--- src/design/tfu_pkg.sv ---
package tfu_pkg;

    localparam int unsigned BYTE_W      = 8;
    localparam int unsigned FMT_W       = 4;
    localparam int unsigned CFG_INDEX_W = 8;
    localparam int unsigned CFG_DATA_W  = 4;

    // configuration register indexes
    localparam logic [CFG_INDEX_W-1:0] REG_SOURCE_FORMAT = 8'd0;
    localparam logic [CFG_INDEX_W-1:0] REG_TARGET_KIND   = 8'd1;

    // source formats
    localparam logic [FMT_W-1:0] FMT_RGBA32 = 4'd0;
    localparam logic [FMT_W-1:0] FMT_RGBA16 = 4'd1;
    localparam logic [FMT_W-1:0] FMT_IA16   = 4'd2;
    localparam logic [FMT_W-1:0] FMT_IA8    = 4'd3;
    localparam logic [FMT_W-1:0] FMT_IA4    = 4'd4;
    localparam logic [FMT_W-1:0] FMT_I8     = 4'd5;
    localparam logic [FMT_W-1:0] FMT_I4     = 4'd6;

    // target kinds
    localparam logic TARGET_COLOR = 1'b0;
    localparam logic TARGET_IA    = 1'b1;

    localparam logic [BYTE_W-1:0] ALPHA_OPAQUE = 8'd255;

    // x / 3 == (x * 683) >> 11 for every x up to 3 * 255
    localparam int unsigned SUM_W      = 10;
    localparam int unsigned DIV3_SHIFT = 11;
    localparam logic [SUM_W-1:0] DIV3_MUL = 10'd683;

    localparam int unsigned QUEUE_DEPTH = 2;
    localparam int unsigned QPTR_W      = (QUEUE_DEPTH > 1) ? $clog2(QUEUE_DEPTH) : 1;
    localparam int unsigned QCNT_W      = $clog2(QUEUE_DEPTH + 1);

    typedef enum logic [3:0] {
        OP_RGBA32_C,
        OP_IA16_C,
        OP_IA8_C,
        OP_IA4_C,
        OP_I8_C,
        OP_I4_C,
        OP_RGBA32_IA,
        OP_RGBA16_IA,
        OP_IA16_IA,
        OP_ERROR
    } tfu_op_t;

    typedef struct packed {
        tfu_op_t           op;
        logic [BYTE_W-1:0] byte_a;
        logic [BYTE_W-1:0] byte_b;
        logic [BYTE_W-1:0] byte_c;
        logic [BYTE_W-1:0] byte_d;
    } tfu_item_t;

endpackage

--- src/design/tfu_front.sv ---
module tfu_front (
    input  logic                          aclk,
    input  logic                          aresetn,
    input  logic                          s_valid,
    output logic                          s_ready,
    input  logic [tfu_pkg::BYTE_W-1:0]    s_byte_a,
    input  logic [tfu_pkg::BYTE_W-1:0]    s_byte_b,
    input  logic [tfu_pkg::BYTE_W-1:0]    s_byte_c,
    input  logic [tfu_pkg::BYTE_W-1:0]    s_byte_d,
    input  logic [tfu_pkg::FMT_W-1:0]     source_format,
    input  logic                          target_kind,
    output logic                          q_valid,
    output tfu_pkg::tfu_item_t            q_item,
    input  logic                          q_ready
);
    import tfu_pkg::*;

    logic      valid_reg, valid_next;
    tfu_item_t item_reg, item_next;
    tfu_op_t   op_class;

    // classify the item against the current configuration
    always_comb begin
        op_class = OP_ERROR;
        if (target_kind == TARGET_COLOR) begin
            case (source_format)
                FMT_RGBA32: op_class = OP_RGBA32_C;
                FMT_IA16:   op_class = OP_IA16_C;
                FMT_IA8:    op_class = OP_IA8_C;
                FMT_IA4:    op_class = OP_IA4_C;
                FMT_I8:     op_class = OP_I8_C;
                FMT_I4:     op_class = OP_I4_C;
                default:    op_class = OP_ERROR;
            endcase
        end else begin
            case (source_format)
                FMT_RGBA32: op_class = OP_RGBA32_IA;
                FMT_RGBA16: op_class = OP_RGBA16_IA;
                FMT_IA16:   op_class = OP_IA16_IA;
                default:    op_class = OP_ERROR;
            endcase
        end
    end

    assign s_ready = !valid_reg || q_ready;
    assign q_valid = valid_reg;
    assign q_item  = item_reg;

    always_comb begin
        valid_next = valid_reg;
        item_next  = item_reg;
        if (s_ready) begin
            valid_next = s_valid;
            if (s_valid) begin
                item_next.op     = op_class;
                item_next.byte_a = s_byte_a;
                item_next.byte_b = s_byte_b;
                item_next.byte_c = s_byte_c;
                item_next.byte_d = s_byte_d;
            end
        end
    end

    always_ff @(posedge aclk) begin
        if (!aresetn) begin
            valid_reg <= 1'b0;
        end else begin
            valid_reg <= valid_next;
        end
    end

    always_ff @(posedge aclk) begin
        item_reg <= item_next;
    end

endmodule

--- src/design/tfu_queue.sv ---
module tfu_queue (
    input  logic               aclk,
    input  logic               aresetn,
    input  logic               push_valid,
    output logic               push_ready,
    input  tfu_pkg::tfu_item_t push_item,
    output logic               pop_valid,
    input  logic               pop,
    output tfu_pkg::tfu_item_t pop_item
);
    import tfu_pkg::*;

    tfu_item_t           entries_reg [QUEUE_DEPTH];
    logic [QPTR_W-1:0]   wr_ptr_reg, wr_ptr_next;
    logic [QPTR_W-1:0]   rd_ptr_reg, rd_ptr_next;
    logic [QCNT_W-1:0]   count_reg, count_next;
    logic                do_push, do_pop;

    function automatic logic [QPTR_W-1:0] ptr_inc(input logic [QPTR_W-1:0] p);
        logic [QPTR_W-1:0] r;
        if (p == QPTR_W'(QUEUE_DEPTH - 1)) r = '0;
        else                               r = p + 1'b1;
        return r;
    endfunction

    assign push_ready = (count_reg != QCNT_W'(QUEUE_DEPTH));
    assign pop_valid  = (count_reg != '0);
    assign pop_item   = entries_reg[rd_ptr_reg];
    assign do_push    = push_valid && push_ready;
    assign do_pop     = pop && pop_valid;

    always_comb begin
        wr_ptr_next = do_push ? ptr_inc(wr_ptr_reg) : wr_ptr_reg;
        rd_ptr_next = do_pop  ? ptr_inc(rd_ptr_reg) : rd_ptr_reg;
        count_next  = count_reg;
        if (do_push && !do_pop) count_next = count_reg + 1'b1;
        if (!do_push && do_pop) count_next = count_reg - 1'b1;
    end

    always_ff @(posedge aclk) begin
        if (!aresetn) begin
            wr_ptr_reg <= '0;
            rd_ptr_reg <= '0;
            count_reg  <= '0;
        end else begin
            wr_ptr_reg <= wr_ptr_next;
            rd_ptr_reg <= rd_ptr_next;
            count_reg  <= count_next;
        end
    end

    always_ff @(posedge aclk) begin
        if (do_push) begin
            entries_reg[wr_ptr_reg] <= push_item;
        end
    end

`ifndef SYNTH
    a_count_bound: assert property (@(posedge aclk) disable iff (!aresetn)
        count_reg <= QCNT_W'(QUEUE_DEPTH))
        else $error("queue count beyond depth");

    a_pointer_gap: assert property (@(posedge aclk) disable iff (!aresetn)
        (count_reg == '0) |-> (wr_ptr_reg == rd_ptr_reg))
        else $error("empty queue with pointers apart");
`endif

endmodule

--- src/design/tfu_back.sv ---
module tfu_back (
    input  logic                       aclk,
    input  logic                       aresetn,
    input  logic                       q_valid,
    input  tfu_pkg::tfu_item_t         q_item,
    output logic                       q_pop,
    output logic                       m_valid,
    input  logic                       m_ready,
    output logic [tfu_pkg::BYTE_W-1:0] m_red,
    output logic [tfu_pkg::BYTE_W-1:0] m_green,
    output logic [tfu_pkg::BYTE_W-1:0] m_blue,
    output logic [tfu_pkg::BYTE_W-1:0] m_gray,
    output logic [tfu_pkg::BYTE_W-1:0] m_alpha,
    output logic                       m_format_error,
    output logic                       m_last_of_item
);
    import tfu_pkg::*;

    logic                          valid_reg, valid_next;
    logic                          phase_reg, phase_next;
    logic [BYTE_W-1:0]             red_reg, red_next;
    logic [BYTE_W-1:0]             green_reg, green_next;
    logic [BYTE_W-1:0]             blue_reg, blue_next;
    logic [BYTE_W-1:0]             gray_reg, gray_next;
    logic [BYTE_W-1:0]             alpha_reg, alpha_next;
    logic                          err_reg, err_next;
    logic                          last_reg, last_next;

    logic                          out_ok, emit, two_result;
    logic [3:0]                    nib;
    logic [4:0]                    r5, g5, b5;
    logic [SUM_W-1:0]              sum;
    logic [2*SUM_W-1:0]            product;
    logic [BYTE_W-1:0]             third;

    assign out_ok     = !valid_reg || m_ready;
    assign emit       = out_ok && q_valid;
    assign two_result = (q_item.op == OP_IA4_C) || (q_item.op == OP_I4_C);
    // first pass takes the low nibble, second the high one
    assign nib        = phase_reg ? q_item.byte_a[7:4] : q_item.byte_a[3:0];
    assign q_pop      = emit && (!two_result || phase_reg);

    assign r5 = q_item.byte_a[7:3];
    assign g5 = {q_item.byte_a[2:0], q_item.byte_b[7:6]};
    assign b5 = q_item.byte_b[5:1];

    always_comb begin
        if (q_item.op == OP_RGBA16_IA) begin
            sum = SUM_W'(r5) + SUM_W'(g5) + SUM_W'(b5);
        end else begin
            sum = SUM_W'(q_item.byte_a) + SUM_W'(q_item.byte_b) + SUM_W'(q_item.byte_c);
        end
        product = (2*SUM_W)'(sum) * (2*SUM_W)'(DIV3_MUL);
        third   = product[DIV3_SHIFT +: BYTE_W];
    end

    always_comb begin
        valid_next = valid_reg;
        phase_next = phase_reg;
        red_next   = red_reg;
        green_next = green_reg;
        blue_next  = blue_reg;
        gray_next  = gray_reg;
        alpha_next = alpha_reg;
        err_next   = err_reg;
        last_next  = last_reg;
        if (out_ok) begin
            valid_next = q_valid;
        end
        if (emit) begin
            phase_next = two_result && !phase_reg;
            red_next   = '0;
            green_next = '0;
            blue_next  = '0;
            gray_next  = '0;
            alpha_next = '0;
            err_next   = 1'b0;
            last_next  = 1'b1;
            case (q_item.op)
                OP_RGBA32_C: begin
                    red_next   = q_item.byte_a;
                    green_next = q_item.byte_b;
                    blue_next  = q_item.byte_c;
                    alpha_next = q_item.byte_d;
                end
                OP_IA16_C: begin
                    red_next   = q_item.byte_a;
                    green_next = q_item.byte_a;
                    blue_next  = q_item.byte_a;
                    alpha_next = q_item.byte_b;
                end
                OP_IA8_C: begin
                    red_next   = BYTE_W'(q_item.byte_a[7:4]);
                    green_next = BYTE_W'(q_item.byte_a[7:4]);
                    blue_next  = BYTE_W'(q_item.byte_a[7:4]);
                    alpha_next = BYTE_W'(q_item.byte_a[3:0]);
                end
                OP_IA4_C: begin
                    red_next   = BYTE_W'(nib[3:1]);
                    green_next = BYTE_W'(nib[3:1]);
                    blue_next  = BYTE_W'(nib[3:1]);
                    alpha_next = BYTE_W'(nib[0]);
                    last_next  = phase_reg;
                end
                OP_I8_C: begin
                    red_next   = q_item.byte_a;
                    green_next = q_item.byte_a;
                    blue_next  = q_item.byte_a;
                    alpha_next = ALPHA_OPAQUE;
                end
                OP_I4_C: begin
                    red_next   = BYTE_W'(nib);
                    green_next = BYTE_W'(nib);
                    blue_next  = BYTE_W'(nib);
                    alpha_next = ALPHA_OPAQUE;
                    last_next  = phase_reg;
                end
                OP_RGBA32_IA: begin
                    gray_next  = third;
                    alpha_next = q_item.byte_d;
                end
                OP_RGBA16_IA: begin
                    gray_next  = third;
                    alpha_next = BYTE_W'(q_item.byte_b[0]);
                end
                OP_IA16_IA: begin
                    gray_next  = q_item.byte_a;
                    alpha_next = q_item.byte_b;
                end
                default: begin
                    err_next = 1'b1;
                end
            endcase
        end
    end

    always_ff @(posedge aclk) begin
        if (!aresetn) begin
            valid_reg <= 1'b0;
            phase_reg <= 1'b0;
        end else begin
            valid_reg <= valid_next;
            phase_reg <= phase_next;
        end
    end

    always_ff @(posedge aclk) begin
        red_reg   <= red_next;
        green_reg <= green_next;
        blue_reg  <= blue_next;
        gray_reg  <= gray_next;
        alpha_reg <= alpha_next;
        err_reg   <= err_next;
        last_reg  <= last_next;
    end

    assign m_valid        = valid_reg;
    assign m_red          = red_reg;
    assign m_green        = green_reg;
    assign m_blue         = blue_reg;
    assign m_gray         = gray_reg;
    assign m_alpha        = alpha_reg;
    assign m_format_error = err_reg;
    assign m_last_of_item = last_reg;

`ifndef SYNTH
    a_phase_on_split: assert property (@(posedge aclk) disable iff (!aresetn)
        phase_reg |-> (q_valid && (q_item.op == OP_IA4_C || q_item.op == OP_I4_C)))
        else $error("second nibble pending without a split item at the head");

    a_first_half: assert property (@(posedge aclk) disable iff (!aresetn)
        (valid_reg && !last_reg) |-> phase_reg)
        else $error("first nibble shown with no second one pending");
`endif

endmodule

--- src/design/texel_format_unpacker_top.sv ---
// An item passes the front register, a queue entry and the result register.
// One input item per cycle while the output is not stalled and the queue has room;
// IA4 and I4 colour items are shown one nibble at a time, through the single result register.
// A two-entry queue separates classification from result generation.
// Reset (aresetn, synchronous, active low) empties the pipeline and clears
// source_format and target_kind to 0.
module texel_format_unpacker_top (
    input  logic                            aclk,
    input  logic                            aresetn,
    input  logic                            cfg_valid,
    output logic                            cfg_ready,
    input  logic [tfu_pkg::CFG_INDEX_W-1:0] cfg_index,
    input  logic [tfu_pkg::CFG_DATA_W-1:0]  cfg_data,
    input  logic                            s_valid,
    output logic                            s_ready,
    input  logic [tfu_pkg::BYTE_W-1:0]      s_byte_a,
    input  logic [tfu_pkg::BYTE_W-1:0]      s_byte_b,
    input  logic [tfu_pkg::BYTE_W-1:0]      s_byte_c,
    input  logic [tfu_pkg::BYTE_W-1:0]      s_byte_d,
    output logic                            m_valid,
    input  logic                            m_ready,
    output logic [tfu_pkg::BYTE_W-1:0]      m_red,
    output logic [tfu_pkg::BYTE_W-1:0]      m_green,
    output logic [tfu_pkg::BYTE_W-1:0]      m_blue,
    output logic [tfu_pkg::BYTE_W-1:0]      m_gray,
    output logic [tfu_pkg::BYTE_W-1:0]      m_alpha,
    output logic                            m_format_error,
    output logic                            m_last_of_item
);
    import tfu_pkg::*;

    logic [FMT_W-1:0] source_format_reg, source_format_next;
    logic             target_kind_reg, target_kind_next;

    logic      fq_valid, fq_ready, bq_valid, bq_pop;
    tfu_item_t fq_item, bq_item;

    assign cfg_ready = 1'b1;

    // ignore writes to unknown indexes
    always_comb begin
        source_format_next = source_format_reg;
        target_kind_next   = target_kind_reg;
        if (cfg_valid) begin
            case (cfg_index)
                REG_SOURCE_FORMAT: source_format_next = cfg_data[FMT_W-1:0];
                REG_TARGET_KIND:   target_kind_next   = cfg_data[0];
                default: ;
            endcase
        end
    end

    always_ff @(posedge aclk) begin
        if (!aresetn) begin
            source_format_reg <= '0;
            target_kind_reg   <= 1'b0;
        end else begin
            source_format_reg <= source_format_next;
            target_kind_reg   <= target_kind_next;
        end
    end

    tfu_front u_front (
        .aclk          (aclk),
        .aresetn       (aresetn),
        .s_valid       (s_valid),
        .s_ready       (s_ready),
        .s_byte_a      (s_byte_a),
        .s_byte_b      (s_byte_b),
        .s_byte_c      (s_byte_c),
        .s_byte_d      (s_byte_d),
        .source_format (source_format_reg),
        .target_kind   (target_kind_reg),
        .q_valid       (fq_valid),
        .q_item        (fq_item),
        .q_ready       (fq_ready)
    );

    tfu_queue u_queue (
        .aclk       (aclk),
        .aresetn    (aresetn),
        .push_valid (fq_valid),
        .push_ready (fq_ready),
        .push_item  (fq_item),
        .pop_valid  (bq_valid),
        .pop        (bq_pop),
        .pop_item   (bq_item)
    );

    tfu_back u_back (
        .aclk           (aclk),
        .aresetn        (aresetn),
        .q_valid        (bq_valid),
        .q_item         (bq_item),
        .q_pop          (bq_pop),
        .m_valid        (m_valid),
        .m_ready        (m_ready),
        .m_red          (m_red),
        .m_green        (m_green),
        .m_blue         (m_blue),
        .m_gray         (m_gray),
        .m_alpha        (m_alpha),
        .m_format_error (m_format_error),
        .m_last_of_item (m_last_of_item)
    );

endmodule
--- config.mk ---
export PLATFORM = sky130hd
export DESIGN_NAME = texel_format_unpacker_top
export DESIGN_NICKNAME = d
export VERILOG_FILES = /design/src/design/tfu_pkg.sv /design/src/design/tfu_front.sv /design/src/design/tfu_queue.sv /design/src/design/tfu_back.sv /design/src/design/texel_format_unpacker_top.sv
export SDC_FILE = /design/constraint.sdc
export NUM_CORES = 1
export LEC_CHECK = 0
export BUFFER_PORTS_ARGS = -buffer_cell sky130_fd_sc_hd__buf_4
export CAP_MARGIN = 20
export CORE_UTILIZATION = 35
export CTS_CLUSTER_DIAMETER = 40
export DETAILED_ROUTE_END_ITERATION = 16
export SYNTH_ARGS = -nofsm -noshare
export SYNTH_HDL_FRONTEND = slang
export SYNTH_SLANG_ARGS = --single-unit
--- constraint.sdc ---
create_clock -name aclk -period 8.2 [get_ports aclk]
set_input_delay 1.64 -clock aclk [delete_from_list [all_inputs] [get_ports aclk]]
set_output_delay 1.64 -clock aclk [all_outputs]
set_load 0.01 [all_outputs]
== Word-level counts from Yosys, hierarchy flattened ==
Memory sizes are Yosys's and may differ from the RTL's. A register that Yosys moved wholly into a read port is not among the register bits.
Cells that the tools add are included.

* Memories: 1
* Register bits: 90
* Word-level logic and storage cells: 98
* Memory bits (writable): 72
* Bits of input ports: 49

{| class="wikitable"
|+ Memories
! name !! words !! bits a word !! read ports !! clocked after memory_dff !! wr ports !! RTL line !! source
|-
| u_queue.entries_reg || 2 || 36 || 1 || 1 || 1 || tfu_queue.sv:13 || <nowiki>tfu_item_t entries_reg [QUEUE_DEPTH];</nowiki>
|}

* Multiply operators: 1
* Eq/ne operators: 16
* Reduce and logical (&&, ||, !) cells: 33
* Add/sub/neg operators: 8
* Multiplexer cells: 19

{| class="wikitable"
|+ Operators with widths
! kind !! number
|-
| $pmux W8 S5 || 2
|-
| $pmux W8 S6 || 1
|-
| $pmux W8 S4 || 1
|-
| $eq A4 B3 Y1 const B || 7
|-
| $pmux W4 S6 || 1
|-
| $mul A10 B10 Y19 const B || 1
|-
| $eq A4 B2 Y1 const B || 4
|-
| $pmux W8 S2 || 1
|-
| $pmux W4 S3 || 1
|-
| $reduce_or A2 Y1 || 6
|-
| $add A10 B5 Y10 || 1
|-
| $add A10 B8 Y10 || 1
|-
| $mux W10 || 1
|-
| $add A8 B8 Y9 || 1
|-
| $reduce_or A9 Y1 || 1
|-
| $eq A4 B1 Y1 const B || 2
|-
| $eq A8 B1 Y1 const B || 1
|-
| $logic_not A4 Y1 || 2
|-
| $logic_not A8 Y1 || 1
|-
| $mux W4 || 2
|-
| $logic_and A1 B1 Y1 || 7
|-
| $mux W1 || 7
|-
| $add A5 B5 Y6 || 1
|-
| $logic_not A1 Y1 || 6
|-
| other kinds (10) || 18
|}

== Logic depth before layout (Yosys ltp) ==
* Depth after elaboration: 10
* Depth in mapped cells: 36
* Mapped depth without buffers: 32

== By module ==
From an unflattened synthesis, not the netlist that was laid out.

* Cell total of the unflattened synthesis: 702
* Area total of the unflattened synthesis: 9,048.7 µm²

{| class="wikitable"
|+ Modules (own cells, without submodules)
! module !! cells an instance !! area an instance (µm²) !! instances !! seq. area each (µm²)
|-
| tfu_back || 478 || 4,719.5 || 1 || 1,301.2
|-
| tfu_queue || 136 || 2,822.7 || 1 || 2,262.2
|-
| tfu_front || 61 || 1,261.2 || 1 || 1,101.1
|-
| texel_format_unpacker_top || 27 || 245.2 || 1 || 100.1
|}

== Worst setup path before layout ==
No wires, ideal clock.

* Path type: reg2reg
* Start: reg with a tool-made name
* End: reg u_back.gray_reg[6] (netlist: u_back.m_gray[6]) (data pin)
* Stages on the path, launching flop included: 35
* Path slack: 0.024 ns
* Clock period less this slack: 8.176 ns
* Arrival time: 7.906 ns
* Required time: 7.930 ns
* Cells stage by stage: dfxtp_1 buf_4 buf_2 buf_4 buf_2 mux2i_1 inv_1 ha_1 a21o_1 a21oi_1 xnor2_1 ha_1 a21o_1 a21oi_1 or4b_1 nand2_1 xor2_1 or2_2 buf_2 inv_2 xnor2_1 ha_1 fa_1 fa_1 inv_1 fa_1 inv_1 ha_1 a21o_2 a221o_1 a221o_1 a41o_1 a31o_1 a211oi_2 o22ai_1

{| class="wikitable"
|+ RTL lines
! what !! RTL line !! source
|-
| end signal: assignment || tfu_back.sv:151 || <nowiki>gray_reg <= gray_next;</nowiki>
|-
| end: declaration || tfu_back.sv:24 || <nowiki>logic [BYTE_W-1:0] gray_reg, gray_next;</nowiki>
|}

==> flow_summary.yaml <==
floorplanning:
  start_util_pct: 35.9
  die-area_sq_um: 26600
  io-pin-count: 94
  fp.dieH_microns: 163
  die_x_microns: 163
  rows: 58
  core_sq_um: 25300
yosys:
  yosysTopAreaCell: "edfxtp_1"
  synth_edf_count: 150
  synth_warnings: 0
  ys_seq_area_share_pct: 52.4
  synth_flop_cell: "edfxtp_1"
  synth_nets: 857
  synthArstFlopShare_pct: 0
  synth-seq-cells: 163
  synth_cells: 698
  syn_area_sq_um: 9080
  synth_top_area_share_pct: 49.6
  yosysUniqueCellTypes: 69
  synthTopCellsByArea: "edfxtp_1 50%, ha_1 12%, fa_1 5.1%"
  avgSynthCellArea_sq_um: 13.0
setup_path:
  cp.arrival_ns: 8.04
  worstSetupStartpointType: "flop"
  slowest_delay_ns: 0.54
  cp-end-kind: "flop"
  critPathKind: "flop to flop"
  crit_required_ns: 8.36
  crit_fanout: 17
  cp_slowest_cell: "fa_1"
timing:
  period_share_pct: 96.0
  max_freq_mhz: 127
  worstMarginPinSlew_ns: 0.976
  setup_tns_ns: 0
  period_needed_ns: 7.87
  hold_violations: 0
  skew_ns: 0.0156
  relSlewSlack_pct: 34.9
  rsz0062_at_grt: "false"
  final_max_slew_viol_count: 0
  setup_violations: 0
  whs_ns: 0.444
detailed_routing:
  dr_total_vias: 5806
  wirelength_microns: 20400
  ant_nets: 0
  drc: 0
  post_drt_via_cell_ratio: 5.00
  drt_iter0_drc: 325
  wl_per_cell_microns: 17.5
  dr.pass1.iters: 5
global_routing:
  antenna_found_initial: 0
  overflow: 0
  grt_pass1_wl_microns: 31700
  grt_max_degree: 44
  grt.total_usage_pct: 16.0
  grt_pass1_vias: 5787
clock_network:
  clkLatencyLatePin_ns: 0.43
  numCtsBuffers: 17
  clock-sinks: 163
  clk_pin_slew_ns: 0.07
  clockRootBuffer: "clkbuf_16"
  clockBufferDepth: 2
  htreeDepth: 4
  cts_tree: "yes"
layout:
  diodes: 0
  layout_common_cells: "150 x edfxtp_1, 114 x buf_4, 87 x ha_1"
  final_common_cell: "edfxtp_1"
  final_nets: 978
  area_growth_pct: 20.7
  largest_reg_flops: 72
  fin_area_sq_um: 11000
  drive_gt1_share_pct: 22.4
run_status:
  outcome: "finished clean"
worst_hold_path:
  hold_path.class: "flop to flop"
job:
  maxCapViolCount: 0
placed_design:
  placedInstanceArea_sq_um: 10300
  dp_hpwl_microns: 15800
  place_congestion: 0.910
  portBuffers: 92
## worst max-delay path, delay by kind of cell, from the launching register on
kind / cells / cell delay (ns)
AO/OA/AOI/OAI: 8 / 1.97
XOR/XNOR: 3 / 0.22
adder cells (fa/ha/maj): 7 / 2.71
buffers and inverters: 6 / 0.66
flip-flops: 1 / 0.51
multiplexers: 1 / 0.38
AND/OR/NAND/NOR: 5 / 1.16
## cells in the mapped netlist, drive strengths merged (5+ instances only)
library cell / instances
o21a: 6
ha: 87
nor2b: 14
a21o: 11
inv: 62
edfxtp: 150
nand2b: 10
nor2: 38
dfxtp: 13
o22ai: 15
a311o: 5
clkbuf: 7
xor2: 8
a21oi: 37
o21bai: 9
xnor2: 28
o21ai: 24
buf: 7
nand2: 19
fa: 23
mux2: 15
mux2i: 34
## layer usage
metal  global-route usage, %  wire length [microns]
met5                       0                      0
met4                    6.46                    472
met3                    2.03                    695
met2                    27.0                  10000
met1                    20.8                   9210
## layout make-up
cell class	instances	area, sq um
clock buffer	17	425
clock inverter	15	184
fill	2327	14400
inverter	62	233
multi-input combinational	459	4050
sequential	163	4770
tap	330	413
timing repair buffer	116	896
## per-stage QoR
step | utilization [%] | setup WS, ns | instances
after floorplan | - | 0.0244 | 698
after global placement | 40.8 | 0.306 | 1129
after detailed placement | 40.9 | 0.219 | 1130
after CTS | 43.3 | 0.184 | 1162
after global routing | 43.3 | 0.0341 | 1162
final | 43.3 | 0.328 | 1162
## cells by family after synthesis
group | Yosys count | share of synthesized area (%)
compound gates | 148 | 11.2
xor+xnor | 36 | 3.47
fa+ha+maj | 110 | 17.0
buf+inv | 76 | 3.32
flops | 163 | 52.4
mux | 49 | 5.74
other cells | 1 | 0.0413
simple gates | 115 | 6.73
## what timing repair did
| action | in CTS | in global routing |
|---|---|---|
| endpoints found under the setup margin | 0 | 2 |
| setup buffers | 0 | 0 |
| resized for setup | 0 | 3 |
| hold buffers | 0 | 0 |
## path summary, 6_finish.rpt
path	start	endpoint	slack, ns	depth (start not counted)
setup / recovery	flop	u_back.m_gray[6]	0.33	30
setup reg to reg	flop	u_back.m_gray[6]	0.33	30
hold / removal	u_front.q_item[28]	u_queue.entries_reg[1][28]	0.44	0
hold reg to reg	u_front.q_item[28]	u_queue.entries_reg[1][28]	0.44	0
Power is left out: the tool's default activity adds up to more than one toggle a clock period on the data nets, which glitch-free logic cannot reach.
